**config.mk**
```make
export PLATFORM = sky130hd
export DESIGN_NAME = text_command_line_parser_core
export DESIGN_NICKNAME = d
export VERILOG_FILES = /design/src/tclp_pkg.sv /design/src/tclp_ram.sv /design/src/tclp_name.sv /design/src/text_command_line_parser_core.sv
export VERILOG_INCLUDE_DIRS = /design/src /design/src/src
export SDC_FILE = /design/constraint.sdc
export NUM_CORES = 1
export LEC_CHECK = 0
export BUFFER_PORTS_ARGS = -buffer_cell sky130_fd_sc_hd__buf_2
export CAP_MARGIN = 30
export CORE_MARGIN = 8
export CORE_UTILIZATION = 25
export DETAILED_ROUTE_END_ITERATION = 16
export PLACE_DENSITY = 0.48
export SLEW_MARGIN = 25
export SYNTH_ARGS = -nofsm -noshare
export SYNTH_HDL_FRONTEND = slang
export SYNTH_SLANG_ARGS = --single-unit
```
**constraint.sdc**
```tcl
create_clock -name clk -period 4.8 [get_ports clk]
set_input_delay 0.48 -clock clk [delete_from_list [all_inputs] [get_ports clk]]
set_output_delay 0.48 -clock clk [all_outputs]
set_load 0.01 [all_outputs]
```
**src/text_command_line_parser_core_defines.svh**
```systemverilog
// Assertion macros for the command line parser
`ifndef TEXT_COMMAND_LINE_PARSER_CORE_DEFINES_SVH
`define TEXT_COMMAND_LINE_PARSER_CORE_DEFINES_SVH
`ifndef ASSERT_OFF
`define TCLP_ASSERT_IMP(label, clk, rst_n, ante, cons) \
    label: assert property (@(posedge clk) disable iff (!rst_n) (ante) |-> (cons)) \
        else $error("tclp check failed");
`define TCLP_ASSERT_NEXT(label, clk, rst_n, ante, cons) \
    label: assert property (@(posedge clk) disable iff (!rst_n) (ante) |=> (cons)) \
        else $error("tclp check failed");
`else
`define TCLP_ASSERT_IMP(label, clk, rst_n, ante, cons)
`define TCLP_ASSERT_NEXT(label, clk, rst_n, ante, cons)
`endif
`endif

```
**src/tclp_pkg.sv**
```systemverilog
// Shared constants, types and name table for the command line parser
`default_nettype none
package tclp_pkg;
    localparam int LINE_MAX = 256;
    localparam int NAME_MAX = 16;
    localparam int MAX_ARGS = 8;
    localparam int WORD_COUNT = 17;
    localparam int OFF_W = $clog2(LINE_MAX);
    localparam int NLEN_W = $clog2(NAME_MAX + 1);
    localparam int CNT_W = $clog2(MAX_ARGS + 1);
    localparam int IDX_W = (MAX_ARGS > 1) ? $clog2(MAX_ARGS) : 1;
    localparam int ENT_W = 16;
    localparam int MLEN_W = 5;

    localparam logic [4:0] KIND_BAD = 5'd0;
    localparam logic [4:0] KIND_UNKNOWN = 5'd1;
    localparam logic [4:0] KIND_BASE = 5'd2;

    localparam logic [7:0] CH_HASH = 8'h23;
    localparam logic [7:0] CH_OPEN = 8'h28;
    localparam logic [7:0] CH_CLOSE = 8'h29;
    localparam logic [7:0] CH_COMMA = 8'h2C;
    localparam logic [7:0] CH_SQ = 8'h27;
    localparam logic [7:0] CH_DQ = 8'h22;
    localparam logic [7:0] CH_BSL = 8'h5C;
    localparam logic [7:0] CH_DOT = 8'h2E;
    localparam logic [7:0] CH_K = 8'h6B;
    localparam logic [7:0] CH_M = 8'h6D;

    typedef struct packed {
        logic [4:0]  kind;
        logic        id_present;
        logic [31:0] id_value;
        logic [3:0]  total;
        logic [CNT_W-1:0] count;
    } summary_t;

    function automatic logic [MLEN_W-1:0] word_len(input int w);
        case (w)
            0: return 5'd4;  1: return 5'd2;  2: return 5'd5;  3: return 5'd6;
            4: return 5'd4;  5: return 5'd6;  6: return 5'd7;  7: return 5'd4;
            8: return 5'd5;  9: return 5'd8;  10: return 5'd7; 11: return 5'd4;
            12: return 5'd6; 13: return 5'd6; 14: return 5'd6; 15: return 5'd4;
            default: return 5'd4;
        endcase
    endfunction

    function automatic logic [7:0] word_char(input int w, input int i);
        logic [63:0] s;
        int n;
        n = int'(word_len(w));
        case (w)
            0: s = 64'("down");      1: s = 64'("up");        2: s = 64'("press");
            3: s = 64'("string");    4: s = 64'("init");      5: s = 64'("isdown");
            6: s = 64'("disable");   7: s = 64'("mask");      8: s = 64'("remap");
            9: s = 64'("keyboard");  10: s = 64'("version");  11: s = 64'("info");
            12: s = 64'("device");   13: s = 64'("serial");   14: s = 64'("reboot");
            15: s = 64'("echo");
            default: s = 64'("baud");
        endcase
        return (i < n) ? s[8 * (n - 1 - i) +: 8] : 8'h00;
    endfunction

    function automatic logic is_ws(input logic [7:0] c);
        return (c == 8'd32) || (c >= 8'd9 && c <= 8'd13);
    endfunction
endpackage
`default_nettype wire

```
**src/tclp_ram.sv**
```systemverilog
// Generic single-port-write RAM with registered read
`default_nettype none
module tclp_ram #(
    parameter int WIDTH = 16,
    parameter int DEPTH = 8
) (
    input  wire logic                     clk,
    input  wire logic                     we,
    input  wire logic [$clog2(DEPTH)-1:0] waddr,
    input  wire logic [WIDTH-1:0]         wdata,
    input  wire logic [$clog2(DEPTH)-1:0] raddr,
    output logic      [WIDTH-1:0]         rdata
);
    logic [WIDTH-1:0] mem [DEPTH];

    always_ff @(posedge clk)
    begin
        if (we)
        begin
            mem[waddr] <= wdata;
        end
        rdata <= mem[raddr];
    end
endmodule
`default_nettype wire

```
**src/tclp_name.sv**
```systemverilog
// Case-insensitive name matcher against the command word table
`default_nettype none
module tclp_name (
    input  wire logic clk,
    input  wire logic rst_n,
    input  wire logic clear,
    input  wire logic feed,
    input  wire logic [7:0] ch,
    output logic [4:0] kind
);
    import tclp_pkg::*;

    logic [WORD_COUNT-1:0] match_reg, match_next;
    logic [MLEN_W-1:0] mlen_reg, mlen_next;
    logic stopped_reg, stopped_next;
    logic [7:0] lc;

    always_comb
    begin
        match_next = match_reg;
        mlen_next = mlen_reg;
        stopped_next = stopped_reg;
        lc = (ch >= 8'h41 && ch <= 8'h5A) ? ch + 8'd32 : ch;
        if (clear)
        begin
            match_next = '1;
            mlen_next = '0;
            stopped_next = 1'b0;
        end
        else if (feed && !stopped_reg)
        begin
            if (ch == 8'h00)
            begin
                stopped_next = 1'b1;
            end
            else
            begin
                for (int i = 0; i < WORD_COUNT; i++)
                begin
                    if (mlen_reg >= word_len(i) || word_char(i, int'(mlen_reg[2:0])) != lc)
                    begin
                        match_next[i] = 1'b0;
                    end
                end
                if (mlen_reg != 5'd31)
                begin
                    mlen_next = mlen_reg + 5'd1;
                end
            end
        end
    end

    always_comb
    begin
        kind = KIND_UNKNOWN;
        for (int i = WORD_COUNT - 1; i >= 0; i--)
        begin
            if (match_reg[i] && word_len(i) == mlen_reg)
            begin
                kind = KIND_BASE + 5'(i);
            end
        end
    end

    always_ff @(posedge clk or negedge rst_n)
    begin
        if (!rst_n)
        begin
            match_reg <= '1;
            mlen_reg <= '0;
            stopped_reg <= 1'b0;
        end
        else
        begin
            match_reg <= match_next;
            mlen_reg <= mlen_next;
            stopped_reg <= stopped_next;
        end
    end
endmodule
`default_nettype wire

```
**src/text_command_line_parser_core.sv**
```systemverilog
// Top level of the streaming command line parser
//
//  channel | handshake           | fields
//  in      | in_valid in_stall   | line_byte byte_present line_done
//  out     | out_valid out_stall | record_type .. final_record (8 fields)
//
// Take one byte per cycle while no line end is draining.
// A line end stalls the input while the kept tokens drain: ST_READ latches the summary
// and reads entry 0, ST_EMIT and ST_SUM pass each token record for its RAM read, then
// ST_EMIT sends the summary. A record held by out_stall extends this; in_stall is high then too.
// Reset returns to the whitespace phase; the token RAM is not cleared, only written
// entries are read.
`default_nettype none
`include "text_command_line_parser_core_defines.svh"
module text_command_line_parser_core (
    input  wire logic        clk,
    input  wire logic        rst_n,
    input  wire logic        in_valid,
    output logic             in_stall,
    input  wire logic [7:0]  line_byte,
    input  wire logic        byte_present,
    input  wire logic        line_done,
    output logic             out_valid,
    input  wire logic        out_stall,
    output logic             record_type,
    output logic [7:0]       arg_start,
    output logic [7:0]       arg_end,
    output logic [4:0]       command_kind,
    output logic             id_present,
    output logic [31:0]      id_value,
    output logic [3:0]       arg_total,
    output logic             final_record
);
    import tclp_pkg::*;

    typedef enum logic [2:0] {
        PH_WS, PH_PREFIX, PH_NAME, PH_ARGS, PH_HASH, PH_DIGITS, PH_TAIL, PH_BAD
    } phase_t;
    typedef enum logic [1:0] { ST_RUN, ST_READ, ST_EMIT, ST_SUM } state_t;

    phase_t phase_reg, phase_next;
    state_t st_reg;
    logic [1:0] prefix_reg, prefix_next;
    logic [NLEN_W-1:0] nlen_reg, nlen_next;
    logic [1:0] quote_reg, quote_next;
    logic esc_reg, esc_next;
    logic [OFF_W-1:0] off_reg, off_next;
    logic [7:0] first_reg, first_next, tend_reg, tend_next;
    logic text_reg, text_next;
    logic [CNT_W-1:0] cnt_reg, cnt_next;
    logic [31:0] id_reg, id_next;
    logic seen_reg, seen_next;
    logic close_reg, close_next;
    summary_t sum_reg;
    logic [CNT_W-1:0] rd_reg;

    logic take, feed_en, out_free, load_tok, load_sum;
    logic name_clear, name_feed;
    logic [7:0] name_ch;
    logic [4:0] kind;
    logic we;
    logic [IDX_W-1:0] waddr;
    logic [ENT_W-1:0] wdata, rdata;
    logic [7:0] c;
    logic [7:0] pos;
    logic sp, cl;

    assign take = in_valid && !in_stall;
    assign in_stall = (st_reg != ST_RUN) || (out_valid && out_stall);
    assign feed_en = take && byte_present;
    assign c = line_byte;
    assign pos = 8'(off_reg);
    assign out_free = !out_valid || !out_stall;
    assign load_tok = (st_reg == ST_EMIT) && out_free && (rd_reg < sum_reg.count);
    assign load_sum = (st_reg == ST_EMIT) && out_free && (rd_reg >= sum_reg.count);

    tclp_name u_name (
        .clk(clk), .rst_n(rst_n), .clear(name_clear), .feed(name_feed),
        .ch(name_ch), .kind(kind)
    );

    tclp_ram #(.WIDTH(ENT_W), .DEPTH(MAX_ARGS)) u_tok (
        .clk(clk), .we(we), .waddr(waddr), .wdata(wdata),
        .raddr(rd_reg[IDX_W-1:0]), .rdata(rdata)
    );

    always_comb
    begin
        phase_next = phase_reg; prefix_next = prefix_reg; nlen_next = nlen_reg;
        quote_next = quote_reg; esc_next = esc_reg; off_next = off_reg;
        first_next = first_reg; tend_next = tend_reg; text_next = text_reg;
        cnt_next = cnt_reg; id_next = id_reg; seen_next = seen_reg;
        close_next = close_reg;
        name_feed = 1'b0; name_clear = load_sum; name_ch = c; we = 1'b0;
        waddr = cnt_reg[IDX_W-1:0]; wdata = {first_reg, tend_reg};
        sp = 1'b0; cl = 1'b0;
        if (feed_en)
        begin
            unique case (phase_reg)
                PH_WS:
                begin
                    if (!is_ws(c))
                    begin
                        if (c == CH_K)
                        begin
                            prefix_next = 2'd1; phase_next = PH_PREFIX; name_feed = 1'b1;
                        end
                        else if (c == CH_DOT)
                        begin
                            phase_next = PH_NAME;
                        end
                        else if (c == CH_OPEN)
                        begin
                            phase_next = PH_BAD;
                        end
                        else
                        begin
                            phase_next = PH_NAME; name_feed = 1'b1;
                            nlen_next = NLEN_W'(1);
                        end
                    end
                end
                PH_PREFIX:
                begin
                    if (prefix_reg == 2'd1 && c == CH_M)
                    begin
                        prefix_next = 2'd2; name_feed = 1'b1;
                    end
                    else if (prefix_reg == 2'd2 && c == CH_DOT)
                    begin
                        prefix_next = 2'd0; phase_next = PH_NAME; name_clear = 1'b1;
                    end
                    else if (c == CH_OPEN)
                    begin
                        prefix_next = 2'd0; phase_next = PH_ARGS;
                        nlen_next = NLEN_W'(prefix_reg);
                    end
                    else
                    begin
                        prefix_next = 2'd0; phase_next = PH_NAME; name_feed = 1'b1;
                        nlen_next = NLEN_W'(prefix_reg) + NLEN_W'(1);
                    end
                end
                PH_NAME:
                begin
                    if (c == CH_OPEN)
                    begin
                        phase_next = (nlen_reg == '0 || 32'(nlen_reg) >= NAME_MAX) ?
                            PH_BAD : PH_ARGS;
                    end
                    else
                    begin
                        name_feed = 1'b1;
                        if (32'(nlen_reg) < NAME_MAX) nlen_next = nlen_reg + 1'b1;
                    end
                end
                PH_ARGS:
                begin
                    if (esc_reg) esc_next = 1'b0;
                    else if (quote_reg != 2'd0)
                    begin
                        if (c == CH_BSL) esc_next = 1'b1;
                        else if (c == ((quote_reg == 2'd1) ? CH_SQ : CH_DQ)) quote_next = 2'd0;
                    end
                    else if (c == CH_SQ) quote_next = 2'd1;
                    else if (c == CH_DQ) quote_next = 2'd2;
                    else if (c == CH_CLOSE) cl = 1'b1;
                    else if (c == CH_COMMA) sp = 1'b1;
                    wdata = text_reg ? {first_reg, tend_reg} : {pos, pos};
                    if (cl)
                    begin
                        if (off_reg != '0 && 32'(cnt_reg) < MAX_ARGS)
                        begin
                            we = 1'b1; cnt_next = cnt_reg + 1'b1;
                        end
                        close_next = 1'b1; phase_next = PH_HASH;
                    end
                    else if (32'(off_reg) < LINE_MAX - 1)
                    begin
                        if (sp)
                        begin
                            if (32'(cnt_reg) < MAX_ARGS)
                            begin
                                we = 1'b1; cnt_next = cnt_reg + 1'b1;
                            end
                            text_next = 1'b0;
                        end
                        else if (!is_ws(c))
                        begin
                            if (!text_reg)
                            begin
                                first_next = pos; text_next = 1'b1;
                            end
                            tend_next = pos + 8'd1;
                        end
                        off_next = off_reg + 1'b1;
                    end
                end
                PH_HASH: phase_next = (c == CH_HASH) ? PH_DIGITS : PH_TAIL;
                PH_DIGITS:
                begin
                    if (c >= 8'h30 && c <= 8'h39)
                    begin
                        id_next = (id_reg << 3) + (id_reg << 1) + 32'(c - 8'h30);
                        seen_next = 1'b1;
                    end
                    else phase_next = PH_TAIL;
                end
                default: ;
            endcase
        end
        if (load_sum)
        begin
            phase_next = PH_WS; prefix_next = '0; nlen_next = '0; quote_next = '0;
            esc_next = 1'b0; off_next = '0; first_next = '0; tend_next = '0;
            text_next = 1'b0; cnt_next = '0; id_next = '0; seen_next = 1'b0;
            close_next = 1'b0;
        end
    end

    always_ff @(posedge clk or negedge rst_n)
    begin
        if (!rst_n)
        begin
            phase_reg <= PH_WS; prefix_reg <= '0; nlen_reg <= '0; quote_reg <= '0;
            esc_reg <= 1'b0; off_reg <= '0; first_reg <= '0; tend_reg <= '0;
            text_reg <= 1'b0; cnt_reg <= '0; id_reg <= '0; seen_reg <= 1'b0;
            close_reg <= 1'b0; st_reg <= ST_RUN; rd_reg <= '0;
            out_valid <= 1'b0; sum_reg <= '0;
            record_type <= 1'b0; arg_start <= '0; arg_end <= '0; command_kind <= '0;
            id_present <= 1'b0; id_value <= '0; arg_total <= '0; final_record <= 1'b0;
        end
        else
        begin
            phase_reg <= phase_next; prefix_reg <= prefix_next; nlen_reg <= nlen_next;
            quote_reg <= quote_next; esc_reg <= esc_next; off_reg <= off_next;
            first_reg <= first_next; tend_reg <= tend_next; text_reg <= text_next;
            cnt_reg <= cnt_next; id_reg <= id_next; seen_reg <= seen_next;
            close_reg <= close_next;
            if (load_tok || load_sum) out_valid <= 1'b1;
            else if (!out_stall) out_valid <= 1'b0;
            unique case (st_reg)
                ST_RUN:
                begin
                    if (take && line_done)
                    begin
                        st_reg <= ST_READ;
                        rd_reg <= '0;
                    end
                end
                ST_READ:
                begin
                    sum_reg.count <= close_reg ? cnt_reg : '0;
                    sum_reg.kind <= close_reg ? kind : KIND_BAD;
                    sum_reg.id_present <= close_reg && seen_reg;
                    sum_reg.id_value <= (close_reg && seen_reg) ? id_reg : 32'd0;
                    sum_reg.total <= close_reg ? 4'(cnt_reg) : 4'd0;
                    st_reg <= ST_EMIT;
                end
                ST_EMIT:
                begin
                    if (load_tok)
                    begin
                        record_type <= 1'b0;
                        arg_start <= rdata[15:8]; arg_end <= rdata[7:0];
                        command_kind <= '0; id_present <= 1'b0; id_value <= '0;
                        arg_total <= '0; final_record <= 1'b0;
                        rd_reg <= rd_reg + 1'b1;
                        st_reg <= ST_SUM;
                    end
                    else if (load_sum)
                    begin
                        record_type <= 1'b1;
                        arg_start <= '0; arg_end <= '0;
                        command_kind <= sum_reg.kind; id_present <= sum_reg.id_present;
                        id_value <= sum_reg.id_value; arg_total <= sum_reg.total;
                        final_record <= 1'b1;
                        st_reg <= ST_RUN;
                    end
                end
                ST_SUM: st_reg <= ST_EMIT;
                default: st_reg <= ST_RUN;
            endcase
        end
    end

    `TCLP_ASSERT_IMP(a_stall_drain, clk, rst_n, st_reg != ST_RUN, in_stall)
    `TCLP_ASSERT_IMP(a_cnt_bound, clk, rst_n, 1'b1, 32'(cnt_reg) <= MAX_ARGS)
    `TCLP_ASSERT_NEXT(a_done_drain, clk, rst_n, take && line_done, st_reg == ST_READ)
endmodule
`default_nettype wire
```
==> out/qor.yml, run 1 <==
floorplan:
  initial_utilization: 0.250
  die_y_um: 291
  io_pins: 76
  dieArea_sq_mm: 0.0846
  row_count: 101
  dieWidth_um: 291
  fp.coreArea_sq_mm: 0.0754
cells_and_area:
  largest_reg_flops: 128
  finalNetCount: 1910
  antennaDiodeCount: 0
  syn_to_final_growth_pct: 15.7
  drive_above_1_share: 0.166
logic_synthesis:
  synth.net_count: 1868
  synth_area_leaders: "dfrtp_1, edfxtp_1, nand2_1, ha_1, mux4_2"
  synth_cell_type_count: 89
  synth_top_area_share: 0.252
  syn-cell-area_sq_mm: 0.0189
  post_synth.cell_area_avg_sq_um: 10.7
  synth_edf_count: 128
  yosys.area.top_type: "dfrtp_1"
  async_flop_share: 0.590
  synth_seq_cells: 351
  synthCells: 1761
  synth_flop_cell: "dfrtp_1"
  ys.warnings.count: 0
  yosysSeqAreaShare: 0.496
timing:
  final_period_minus_worst_setup_slack_ns: 3.72
  rsz0062_at_grt: "false"
  fin_hold_ws_ns: 0.318
  setup_viol: 0
  final_hold_viol_count: 0
  max_freq_mhz: 269
  slew_violations: 0
  fin_skew_ns: 0.0207
  slew_headroom: 0.395
  worst_pin_slew_ns: 0.907
  fin_crit_sh: 0.774
  timing.setup.tns_ns: 0
power_and_ir_drop:
  power_leakage_nw: 8.79
  irDropWorstVdd_uv: 222
  power_mw: 9.15
  p_per_area_mw_per_mm2: 418
clock_tree:
  cts_tree: "done"
  path_clk_slew_ns: 0.06
  cts_max_level: 2
  clkLatencyLatePin_ns: 0.56
  cts_buffers: 41
  cts-root-buf: "clkbuf_16"
  post_cts_buffers: 0
  cts_buffer_depth: 3
  cts.sinks: 351
drt:
  first_iter_violations: 964
  drt-pass1-iter-count: 5
  drc: 0
  ant_nets: 0
  routed_wl_mm: 51.0
  routedWlPerCell_um: 18.1
  vias: 13802
  drt-vias-per-instance: 4.91
grt:
  overflow: 0
  grt_pass1_vias: 14073
  grt_max_degree: 121
  grt_use_total: 0.119
  antenna_found_initial: 3
  grt_pass1_wl_mm: 82.3
worst_hold_path:
  hold_class: "input port to flip-flop"
worst_setup_path:
  crit_required_ns: 5.26
  crit_path_max_fanout: 10
  cp.arrival_ns: 4.18
  endpoint_kind: "flip-flop"
  cp-start-kind: "input port"
  crit_type: "input port to flip-flop"
place:
  io_buffers: 75
  hpwl_mm: 34.5
  place.gp.congestion: 0.848
run_status:
  status: "finished clean"
job:
  cap_violations: 0
==> stage by stage <==
stage | utilization | cells | cell area, sq um | worst slack [ns]
finish | 0.290 | 2813 | 21900 | 1.08
floorplan | - | 1761 | 18900 | 0.101
global placement | 0.270 | 2735 | 20400 | 0.554
detailed placement | 0.270 | 2735 | 20400 | 0.530
CTS | 0.289 | 2810 | 21800 | 1.10
global route | 0.290 | 2813 | 21900 | 0.895
==> metal layers <==
layer	track usage	part of all wire
met4	0.0322	0.022
met1	0.165	0.47
met3	0.0270	0.055
met5	0	0.00078
met2	0.186	0.45
==> placed cells by master (no fill, tap or decap), types with 16 or more instances in the layout <==
cell type  instances
nand2_1          241
mux4_2            33
edfxtp_1         128
nand3_1           40
and3_1            17
nand4_1           27
dfrtp_1          189
buf_4             38
xor2_1            28
a22o_1            38
nand2b_1          18
inv_1             44
dfxtp_1           16
mux2_2            39
nor2_1            95
buf_2             74
xnor2_1           41
clkbuf_16         42
ha_1              64
dfstp_2           17
o21ai_0          136
o31ai_1           21
fa_1              29
a31oi_1           17
a21oi_1           88
nor3_1            25
==> synthesized netlist by cell type, types with 10 or more instances <==
master	n
dfrtp_1	190
nand2b_1	20
and3_1	17
a31oi_1	17
fa_1	29
nor2b_1	10
o21ai_0	136
mux2_2	39
nand4_1	27
dfstp_2	17
ha_1	64
a22o_1	38
a21o_1	14
nor4_1	13
clkbuf_1	84
nor2_1	96
dfxtp_1	16
inv_1	44
buf_1	19
o21a_1	10
xor2_1	28
nand2_1	241
a21oi_1	89
mux4_2	33
nor3_1	28
o211ai_1	11
xnor2_1	41
o31ai_1	22
nand3_1	40
edfxtp_1	128
==> cells by family after synthesis <==
group	synth area share
muxes	0.0668
and+or+nand+nor	0.140
adders and majority gates	0.0731
AOI/OAI and AO/OA	0.157
xor gates and xnor gates	0.0320
buffers and inverters	0.0350
DFF	0.496
==> area by class of cell <==
cell class | instances | area (sq um)
clock buffers | 51 | 1110
clock inverters | 24 | 318
fillers | 7704 | 53600
inverters | 46 | 173
multi-input cells | 1246 | 8930
flip-flops and latches | 351 | 9370
well taps | 978 | 1220
repair buffers | 117 | 743
==> critical path, cell delays in order <==
cell      delay (ns)
buf_2           0.17
ha_1            0.26
nor3_4          0.47
buf_4           0.25
buf_4           0.21
fa_1            0.46
ha_1            0.38
and2_1          0.20
o21ai_0         0.15
nand2b_1        0.07
a221o_1         0.36
o21a_1          0.22
o31a_1          0.27
o31ai_1         0.22
==> worst paths after layout <==
| check | from | to | slack, ns | depth (start not counted) |
|---|---|---|---|---|
| max | line_byte[5] | id_reg[29] | 1.08 | 14 |
| min | line_done | rd_reg[3] | 0.32 | 3 |
| max reg2reg | id_reg[0] | id_reg[26] | 1.38 | 9 |
| min reg2reg | u_tok.rdata[14] | arg_start[6] | 0.43 | 2 |
| max in group asynchronous | rst_n | u_name.match_reg[5] | 3.57 | 3 |
| min in group asynchronous | rst_n | sum_reg[40] | 0.38 | 2 |
==> report_power, final <==
| part | total (mW) | internal, mW | switching, mW | leakage [nW] |
|---|---|---|---|---|
| Clock | 3.32 | 1.99 | 1.33 | 0.692 |
| Sequential | 3.63 | 3.39 | 0.238 | 4.05 |
| Combinational | 2.19 | 0.835 | 1.36 | 4.04 |
==> timing repair <==
item | in CTS | in global routing
hold buffers | 0 | 1
hold endpoints to repair | 0 | 33
resized for setup | 0 | 0
No activity file was read; power rests on OpenSTA's default activity.
==> inputs of run 2 (changes only) <==
--- a/config.mk
+++ b/config.mk
@@ -6,6 +6,7 @@
 export SDC_FILE = /design/constraint.sdc
 export NUM_CORES = 1
 export LEC_CHECK = 0
+export ABC_AREA = 1
 export BUFFER_PORTS_ARGS = -buffer_cell sky130_fd_sc_hd__buf_2
 export CAP_MARGIN = 30
 export CORE_MARGIN = 8
==> constraint.sdc (replaced) <==
create_clock -name clk -period 3.47 [get_ports clk]
set_input_delay 0.347 -clock clk [delete_from_list [all_inputs] [get_ports clk]]
set_output_delay 0.347 -clock clk [all_outputs]
set_load 0.01 [all_outputs]
==> out/qor.yml, run 2 <==
run_status:
  status: "finished clean"  # unchanged
clock_tree:
  post_cts_buffers: 0  # unchanged
  path_clk_slew_ns: 0.06  # about the same
  cts_hold_buf: 1  # was 0
  cts.sinks: 351  # unchanged
  cts_max_level: 2  # unchanged
  clkLatencyLatePin_ns: 0.59  # was 0.56 ns
  cts_tree: "done"  # unchanged
  cts_buffer_depth: 3  # unchanged
  cts_resized: 0  # unchanged
  cts-root-buf: "clkbuf_16"  # unchanged
  cts_buffers: 41  # unchanged
timing:
  final_hold_viol_count: 0  # unchanged
  fin_skew_ns: 0.0380  # was 0.0207 ns
  fin_crit_sh: 0.852
  rsz0062_at_grt: "false"  # unchanged
  setup_viol: 0  # unchanged
  fin_hold_ws_ns: 0.155  # was 0.318 ns
  slew_headroom: 0.401  # was 0.395
  worst_pin_slew_ns: 0.889  # was 0.907 ns
  final_period_minus_worst_setup_slack_ns: 2.96
  max_freq_mhz: 338
  fin_ws_ns: 0.512  # was 1.08 ns
  slew_violations: 0  # unchanged
  timing.setup.tns_ns: 0  # unchanged
floorplan:
  row_count: 101  # unchanged
  initial_utilization: 0.251  # was 0.250
  dieArea_sq_mm: 0.0847  # was 0.0846 sq mm
  io_pins: 76  # unchanged
  dieWidth_um: 291  # about the same
  die_y_um: 291  # about the same
  fp.coreArea_sq_mm: 0.0754  # unchanged
worst_hold_path:
  holdPathStages: 3  # unchanged
  hold_class: "input port to flip-flop"  # unchanged
place:
  place.gp.congestion: 0.911  # was 0.848
  place_inst: 3222  # was 2735
  io_buffers: 75  # unchanged
  place_ws_ns: 0.106  # was 0.530 ns
  hpwl_mm: 40.0  # was 34.5 mm
logic_synthesis:
  synth_area_leaders: "dfrtp_1, edfxtp_1, nand2_1, o21ai_0, nor2_1"  # was dfrtp_1, edfxtp_1, nand2_1, ha_1, mux4_2
  synth.net_count: 2296  # was 1868
  synth_compound_area_frac: 0.143  # was 0.157
  synthMuxAreaShare: 0  # was 0.0668
  synthAdderAreaFrac: 0.0730  # was 0.0731
  synth_flop_cell: "dfrtp_1"  # unchanged
  synth_edf_count: 128  # unchanged
  synth_top_area_share: 0.251  # was 0.252
  yosys-top-cells-count: "nand2_1, nor2_1, o21ai_0"  # was nand2_1, dfrtp_1, o21ai_0
  yosys.area.top_type: "dfrtp_1"  # unchanged
  synth_seq_cells: 351  # unchanged
  synthCells: 2189  # was 1761
  synth.most_common_cell: "nand2_1"  # unchanged
  syn-cell-area_sq_mm: 0.0189  # about the same
  yosys.area_share.simple: 0.204  # was 0.140
  synth_xor_area_frac: 0.0241  # was 0.0320
  yosysSeqAreaShare: 0.495  # was 0.496
  synth_top_family_by_area: "simple AND/OR/NAND/NOR gates"  # was compound AO/OA/AOI/OAI gates
  synth_cell_type_count: 61  # was 89
  async_flop_share: 0.590  # unchanged
  post_synth.cell_area_avg_sq_um: 8.64  # was 10.7 sq um
  ys.warnings.count: 0  # unchanged
cells_and_area:
  largest_reg_flops: 128  # unchanged
  multi_input_comb_area_sq_mm: 0.00844  # was 0.00893 sq mm
  fillers: 7933  # was 7704
  finalNetCount: 2395  # was 1910
  drive_above_1_share: 0.120  # was 0.166
  final_cell_mix: "nand2_1, nor2_1, o21ai_0"  # was nand2_1, dfrtp_1, o21ai_0
  syn_to_final_growth_pct: 18.0  # was 15.7%
  layout_commonest_cell: "nand2_1"  # unchanged
  register_area_sq_mm: 0.00937  # unchanged
  instances_no_fill: 3298  # was 2813
grt:
  met3_usage: 0.0215  # was 0.0270
  grt_max_degree: 76  # was 121
  use_met2: 0.219  # was 0.186
  grt_pass1_vias: 15808  # was 14073
  grt_use_total: 0.132  # was 0.119
  busiest_layer: "met2"  # unchanged
  grt_pass1_wl_mm: 90.2  # was 82.3 mm
  overflow: 0  # unchanged
  antenna_found_initial: 2  # was 3
  grtUsageMet1: 0.176  # was 0.165
power_and_ir_drop:
  p_per_area_mw_per_mm2: 586  # was 418 mW/mm^2
  power_mw: 13.1  # was 9.15 mW
  irDropWorstVdd_uv: 399  # was 222 uV
  power_leakage_nw: 9.79  # was 8.79 nW
worst_setup_path:
  cp-start-kind: "flip-flop"  # was input port
  r2r_slack_ns: 0.51  # was 1.38 ns
  crit_type: "flip-flop to flip-flop"  # was input port to flip-flop
  crit_path_max_fanout: 5  # was 10
  crit_required_ns: 3.94  # was 5.26 ns
  endpoint_kind: "flip-flop"  # unchanged
  cp.arrival_ns: 3.43  # was 4.18 ns
  reg2reg_depth: 12  # was 9
drt:
  drt-vias-per-instance: 4.75  # was 4.91
  ant_nets: 0  # unchanged
  vias: 15659  # was 13802
  drt-pass1-iter-count: 5  # unchanged
  first_iter_violations: 1154  # was 964
  routedWlPerCell_um: 17.1  # was 18.1 um
  drc: 0  # unchanged
  routed_wl_mm: 56.5  # was 51.0 mm
job:
  cap_violations: 0  # unchanged
==> run 2: cell types whose count changed after synthesis, moves of 39 or more <==
cell	change
o22ai_1	+61
nand3_1	+56
nand2_1	+228
nor2_1	+162
inv_1	+153
mux2_2	-39
o21ai_0	+82
==> run 2: worst max-delay path, cell delays in order, from the launching register on <==
cell      delay (ns)
dfrtp_1         0.37
inv_1           0.14
fa_1            0.56
inv_1           0.04
ha_1            0.30
buf_4           0.15
o21ai_0         0.30
inv_1           0.11
nand3_1         0.08
nand2_1         0.19
a21boi_0        0.32
o21ai_0         0.14
o22ai_1         0.15
==> run 2: cell families (layout without fill, tap and decap cells) <==
logic type      after synthesis  in the layout
fa+ha+maj                    93             93
xor+xnor                     52             52
simple gates                921            921
compound gates              475            475
other cells                   0              1
flops                       351            351
buf+inv                     297            427
==> run 2: power breakdown <==
part / total (mW) / internal [mW] / switching (mW)
Combinational: 3.62 / 1.18 / 2.44
Sequential: 4.97 / 4.73 / 0.242
Clock: 4.49 / 2.64 / 1.86
==> run 2: final timing paths <==
path	startpoint	end
min reg2reg	u_tok.rdata[7]	arg_end[7]
min in group asynchronous	rst_n	arg_end[4]
max in group asynchronous	rst_n	u_name.match_reg[3]
max	id_reg[2]	id_reg[18]
min	out_stall	out_valid
max reg2reg	id_reg[2]	id_reg[18]
==> run 2: cell type report <==
type | count | area share
multi-input cells | 1541 | 0.378
clock buffers | 54 | 0.0504
clock inverters | 20 | 0.0136
inverters | 217 | 0.0366
well taps | 978 | 0.0548
diodes | 1 | 0.000112
flip-flops and latches | 351 | 0.420
repair buffers | 136 | 0.0464
==> run 2: metal layers <==
layer,up-vias,wire length [um]
li1,7562,-
met1,7635,26000
met2,375,26500
met3,85,2790
met4,2,1200
met5,-,13
==> run 2: through the flow <==
step | utilization | area, sq um
2_1_floorplan | - | 18900
5_1_grt | 0.296 | 22300
4_1_cts | 0.296 | 22300
6_report | 0.296 | 22300
3_3_place_gp | 0.276 | 20800
3_5_place_dp | 0.277 | 20900
